**config.mk**
```make
export PLATFORM = sky130hd
export DESIGN_NAME = stli_div
export DESIGN_NICKNAME = d
export VERILOG_FILES = /design/src/sv/sampled_table_linear_interp_defines.svh /design/src/sv/stli_pkg.sv /design/src/sv/stli_div.sv
export SDC_FILE = /design/constraint.sdc
export NUM_CORES = 1
export LEC_CHECK = 0
export BUFFER_PORTS_ARGS = -buffer_cell sky130_fd_sc_hd__buf_2
export CORE_MARGIN = 4
export CORE_UTILIZATION = 56
export CTS_CLUSTER_DIAMETER = 30
export DETAILED_ROUTE_END_ITERATION = 12
export PLACE_DENSITY = 0.87
export SYNTH_ARGS = -nofsm -noshare
export SYNTH_HDL_FRONTEND = slang
export SYNTH_SLANG_ARGS = --single-unit
```
**constraint.sdc**
```tcl
create_clock -name clk -period 5.5 [get_ports clk]
set_input_delay 0.55 -clock clk [delete_from_list [all_inputs] [get_ports clk]]
set_output_delay 0.55 -clock clk [all_outputs]
set_load 0.02 [all_outputs]
```
**src/sv/sampled_table_linear_interp_defines.svh**
```systemverilog
// assertion macros for the interpolation table block
`ifndef SAMPLED_TABLE_LINEAR_INTERP_DEFINES_SVH
`define SAMPLED_TABLE_LINEAR_INTERP_DEFINES_SVH

// same-cycle implication, disabled while reset is low
`define STLI_ASSERT_IMPLY(label, clk_sig, rst_sig, ante, cons, msg) \
    label: assert property (@(posedge clk_sig) disable iff (!rst_sig) (ante) |-> (cons)) \
        else $error(msg);

// next-cycle implication, disabled while reset is low
`define STLI_ASSERT_NEXT(label, clk_sig, rst_sig, ante, cons, msg) \
    label: assert property (@(posedge clk_sig) disable iff (!rst_sig) (ante) |=> (cons)) \
        else $error(msg);

`endif

```
**src/sv/stli_pkg.sv**
```systemverilog
// shared constants and types for the interpolation table block
`default_nettype none

package stli_pkg;

    localparam int DEF_TABLE_DEPTH  = 1024;
    localparam int DEF_VALUE_BITS   = 32;

    localparam int FIELD_BITS       = 32;
    localparam int INDEX_BITS       = 10;
    localparam int COUNT_BITS       = 11;
    localparam int STATUS_BITS      = 2;

    localparam int WEIGHT_FRAC_BITS = 16;
    localparam int WEIGHT_BITS      = WEIGHT_FRAC_BITS + 1;
    localparam logic [WEIGHT_BITS-1:0] WEIGHT_ONE = WEIGHT_BITS'(1) << WEIGHT_FRAC_BITS;

    localparam logic OP_LOAD  = 1'b0;
    localparam logic OP_QUERY = 1'b1;

    typedef enum logic [STATUS_BITS-1:0] {
        ST_OK    = 2'd0,
        ST_BELOW = 2'd1,
        ST_ABOVE = 2'd2
    } status_t;

endpackage

`default_nettype wire

```
**src/sv/stli_div.sv**
```systemverilog
// restoring divider for the interpolation weight, one quotient bit per cycle
`default_nettype none

module stli_div import stli_pkg::*; #(
    parameter int DW = DEF_VALUE_BITS + 1
) (
    input  wire logic                        clk,
    input  wire logic                        rst_n,
    input  wire logic                        start,
    input  wire logic [DW-1:0]               num,
    input  wire logic [DW-1:0]               den,
    output logic                             done,
    output logic [WEIGHT_FRAC_BITS-1:0]      quot
);

    localparam int CNT_BITS = $clog2(WEIGHT_FRAC_BITS + 1);

    logic                        busy_reg;
    logic                        done_reg;
    logic [CNT_BITS-1:0]         cnt_reg;
    logic [DW-1:0]               rem_reg;
    logic [DW-1:0]               den_reg;
    logic [WEIGHT_FRAC_BITS-1:0] quot_reg;

    logic [DW:0] shifted;
    logic        fits;

    // num < den holds, so the remainder always stays below den
    assign shifted = {rem_reg, 1'b0};
    assign fits    = shifted >= {1'b0, den_reg};

    always_ff @(posedge clk or negedge rst_n)
    begin
        if (!rst_n)
        begin
            busy_reg <= 1'b0;
            done_reg <= 1'b0;
            cnt_reg  <= '0;
        end
        else
        begin
            done_reg <= busy_reg && (cnt_reg == CNT_BITS'(1));
            if (start)
            begin
                busy_reg <= 1'b1;
                cnt_reg  <= CNT_BITS'(WEIGHT_FRAC_BITS);
            end
            else if (busy_reg)
            begin
                cnt_reg <= cnt_reg - 1'b1;
                if (cnt_reg == CNT_BITS'(1))
                begin
                    busy_reg <= 1'b0;
                end
            end
        end
    end

    always_ff @(posedge clk)
    begin
        if (start)
        begin
            rem_reg  <= num;
            den_reg  <= den;
            quot_reg <= '0;
        end
        else if (busy_reg)
        begin
            rem_reg  <= fits ? DW'(shifted - {1'b0, den_reg}) : shifted[DW-1:0];
            quot_reg <= {quot_reg[WEIGHT_FRAC_BITS-2:0], fits};
        end
    end

    assign done = done_reg;
    assign quot = quot_reg;

endmodule

`default_nettype wire

```
==> impl_metrics.tcl <==
set metrics [dict create \
    run_status "finished, final reports clean" \
    clock-root-buffer "sky130_fd_sc_hd__clkbuf_8" \
    total_leakage_power_nw 2.939 \
    yosys.area.top_type_share_pct 34.59 \
    ys.warnings.count 0 \
    post_dp_cell_area_um2 6197 \
    drt_first_iter_violations 215 \
    drt.antenna.violating_nets 0 \
    finalMaxSlewViolations 0 \
    postRouteWirelength_mm 12.36 \
    port_buffers 85 \
    floorplan.rows 36 \
    proportion_of_register_bits_with_asynchronous_set_or_reset_after_synthesis_pct 7.865 \
    finalHoldViolCount 0 \
    syn_inst 564 \
    antenna_cells 0 \
    first_global_vias 4526 \
    syn_to_final_growth_pct 11.46 \
    grt_use_total_pct 21.96 \
    clock_sinks 89 \
    clock_latency_reported_for_the_late_side_of_the_worst_skew_pair_ns 0.39 \
    floorplan.io_pins 86 \
    synth.lib_cells_used.distinct 58 \
    dp_hpwl_mm 9.149 \
    power_per_cell_area_nw_per_um2 542.2 \
    synth_enable_flop_cells 66 \
    route.vias.total 4497 \
    drc 0 \
    setup_tns_final_ns 0 \
    start_util_pct 58.09 \
    drt-vias-per-instance 5.810 \
    dieArea_um2 11920 \
    max-slew-margin-rel_pct 33.12 \
    vdd.ir_drop.worst_mv 0.2180 \
    yosysSeqAreaShare_pct 43.23 \
    category_of_the_worst_setup_path_launch_point "flop" \
    worstPathRequired_ns 5.64 \
    layout-drive-gt1-share_pct 22.78 \
    wl_per_cell_um 15.96 \
    netlist.top_cell.by_area "sky130_fd_sc_hd__edfxtp_1" \
    min_period_ns 3.468 \
    post-cts-setup-buffer-count 0 \
    report.final.setup_viol 0 \
    layout.cell_area.non_filler_um2 6387 \
    cts.clk_slew.worst_paths_ns 0.10 \
    pin_count_of_the_biggest_net_entering_global_routing 72 \
    timing_worst_slew_pin_value_ns 1.003 \
    syn-num-nets 669 \
    syn-mean-instance-area_um2 10.16 \
    max_cap_viol 0 \
    synthesis.area_um2 5730 \
    fillerInstances 799 \
    grt_antenna_before_repair 0 \
    worst-endpoint-arrival_ns 3.60 \
    grt.overflow.total 0 \
    h_tree_depth 3 \
    end_kind "flop" \
    dominantRegCellSynth "sky130_fd_sc_hd__edfxtp_1" \
    cts_tree "done" \
    clock.fmax_ghz 0.2884 \
    grt_pass1_wl_mm 20.58 \
    placeableCoreArea_um2 9864 \
    worstHoldPathType "input port to flop" \
    synth_area_leaders "sky130_fd_sc_hd__edfxtp_1 35%, sky130_fd_sc_hd__ha_1 7.6%, sky130_fd_sc_hd__dfxtp_1 5.6%, sky130_fd_sc_hd__a21oi_1 4.3%, sky130_fd_sc_hd__mux2_4 3.9%" \
    rsz0062_at_grt "false" \
    die_h_um 109.2 \
    detail_route.first_pass.iterations 5 \
    crit_type "flop to flop" \
    post-route-period-util_pct 63.05 \
    finish.net_count 741 \
    gp_routability_congestion 0.9319 \
    chipWidth_um 109.2 \
    fin_skew_ns 0.01553 \
    ctsLongestPathBuffers 2 \
    cts_made_buffers 9 \
    ys_seq_elements 89 \
    timing.critical_path.fanout_max 30 \
]
==> cells in the mapped netlist, types with 15 or more instances <==
library cell	count
sky130_fd_sc_hd__a21oi_1	49
sky130_fd_sc_hd__clkbuf_1	17
sky130_fd_sc_hd__dfxtp_1	16
sky130_fd_sc_hd__edfxtp_1	66
sky130_fd_sc_hd__ha_1	35
sky130_fd_sc_hd__inv_1	44
sky130_fd_sc_hd__mux2_2	18
sky130_fd_sc_hd__mux2_4	15
sky130_fd_sc_hd__mux2i_1	19
sky130_fd_sc_hd__nand2_1	32
sky130_fd_sc_hd__nor2_1	47
sky130_fd_sc_hd__o21ai_0	22
sky130_fd_sc_hd__xnor2_1	18
==> report_power, final <==
group | internal [mW] | leakage [nW] | switching (mW)
Clock | 0.173 | 0.0949 | 0.261
Combinational | 0.941 | 1.96 | 1.03
Sequential | 0.944 | 0.885 | 0.111
Total | 2.06 | 2.94 | 1.41
==> cell families (layout without fill, tap and decap cells) <==
| logic type | Yosys count | count (layout) | synth area share [%] |
|---|---|---|---|
| AND/OR/NAND/NOR | 160 | 160 | 14.15 |
| AO/OA/AOI/OAI | 127 | 127 | 14.04 |
| flip-flops | 89 | 89 | 43.23 |
| buffers and inverters | 71 | 148 | 5.371 |
| multiplexers | 52 | 52 | 10.79 |
| adder cells (fa/ha/maj) | 36 | 36 | 7.991 |
| XOR/XNOR | 29 | 29 | 4.432 |
==> worst max-delay path, cell delays in order (launching register included) <==
cell                        delay, ns
sky130_fd_sc_hd__edfxtp_1        0.39
sky130_fd_sc_hd__inv_1           0.07
sky130_fd_sc_hd__fa_1            0.45
sky130_fd_sc_hd__nor2b_1         0.19
sky130_fd_sc_hd__o2111ai_1       0.18
sky130_fd_sc_hd__a21oi_1         0.27
sky130_fd_sc_hd__o211ai_2        0.15
sky130_fd_sc_hd__a211oi_2        0.31
sky130_fd_sc_hd__or2_4           0.54
sky130_fd_sc_hd__mux2_2          0.39
sky130_fd_sc_hd__mux2_2          0.26
==> per-layer routing <==
layer | vias up | global-route usage [%] | part of all wire [%]
li1 | 2178 | - | -
met1 | 2147 | 27.78 | 44
met2 | 146 | 35.92 | 47
met3 | 26 | 5.684 | 6.5
met4 | 0 | 8.656 | 2.3
met5 | - | 0 | 0
==> final cells by class <==
| type | count | area [um^2] | share of cell area [%] |
|---|---|---|---|
| Clock inverter | 7 | 56.30 | 0.8815 |
| Clock buffer | 9 | 123.9 | 1.939 |
| Timing Repair Buffer | 88 | 452.9 | 7.091 |
| Inverter | 44 | 165.2 | 2.586 |
| Sequential cell | 89 | 2477 | 38.79 |
| Tap cell | 133 | 166.4 | 2.605 |
| Multi-Input combinational cell | 404 | 2945 | 46.11 |
==> stage by stage <==
| stage | util, % | worst slack (ns) | hold slack, ns | cells | power, mW |
|---|---|---|---|---|---|
| final | 64.75 | 2.032 | 0.3267 | 774 | 3.464 |
| after global routing | 64.75 | 1.736 | 0.3091 | 774 | 3.737 |
| after CTS | 64.75 | 2.008 | 0.3111 | 774 | 3.458 |
| after detailed placement | 62.82 | 2.064 | 0.3878 | 757 | 3.016 |
| after global placement | 62.82 | 2.171 | 0.3823 | 757 | 2.935 |
| after floorplan | - | 2.578 | 0.2544 | 564 | 2.655 |
==> layout by cell type, fill, tap and decap left out, types with 4 or more instances in the layout <==
cell type	instances
sky130_fd_sc_hd__a211oi_1	5
sky130_fd_sc_hd__buf_2	84
sky130_fd_sc_hd__nor2_1	47
sky130_fd_sc_hd__xnor2_1	18
sky130_fd_sc_hd__edfxtp_1	66
sky130_fd_sc_hd__a21o_1	12
sky130_fd_sc_hd__nor2b_1	12
sky130_fd_sc_hd__mux2_2	18
sky130_fd_sc_hd__xor2_1	11
sky130_fd_sc_hd__o21ai_1	4
sky130_fd_sc_hd__o211ai_1	4
sky130_fd_sc_hd__nor3_1	14
sky130_fd_sc_hd__nand2_1	32
sky130_fd_sc_hd__o21ai_0	22
sky130_fd_sc_hd__mux2i_1	19
sky130_fd_sc_hd__ha_1	35
sky130_fd_sc_hd__dfrtp_1	7
sky130_fd_sc_hd__nand4_1	10
sky130_fd_sc_hd__dfxtp_1	16
sky130_fd_sc_hd__nand2b_1	7
sky130_fd_sc_hd__a21oi_1	49
sky130_fd_sc_hd__inv_1	44
sky130_fd_sc_hd__nand3_1	8
sky130_fd_sc_hd__and3_1	6
sky130_fd_sc_hd__mux2_4	15
sky130_fd_sc_hd__a31oi_1	6
sky130_fd_sc_hd__clkbuf_8	9
sky130_fd_sc_hd__inv_6	4
==> timing repair <==
action	in CTS	in global routing
hold buffers	1	0
endpoints found under the hold margin	7	0
resized for setup	0	0
==> path summary, 6_finish.rpt <==
check                                      start                     end  slack [ns]  depth (start not counted)
min                                      den[26]   den_reg[26]$_DFFE_PP_        0.33                          1
min reg2reg                quot[15]$_SDFFE_PP0P_   quot[15]$_SDFFE_PP0P_        0.51                          2
max reg2reg                 rem_reg[0]$_DFFE_PP_    rem_reg[2]$_DFFE_PP_        2.03                         10
max                         rem_reg[0]$_DFFE_PP_    rem_reg[2]$_DFFE_PP_        2.03                         10
min in group asynchronous                  rst_n          done$_DFF_PN0_        0.51                          2
max in group asynchronous                  rst_n  cnt_reg[0]$_DFFE_PN0P_        4.84                          2
No activity file was read; power rests on OpenSTA's default activity.
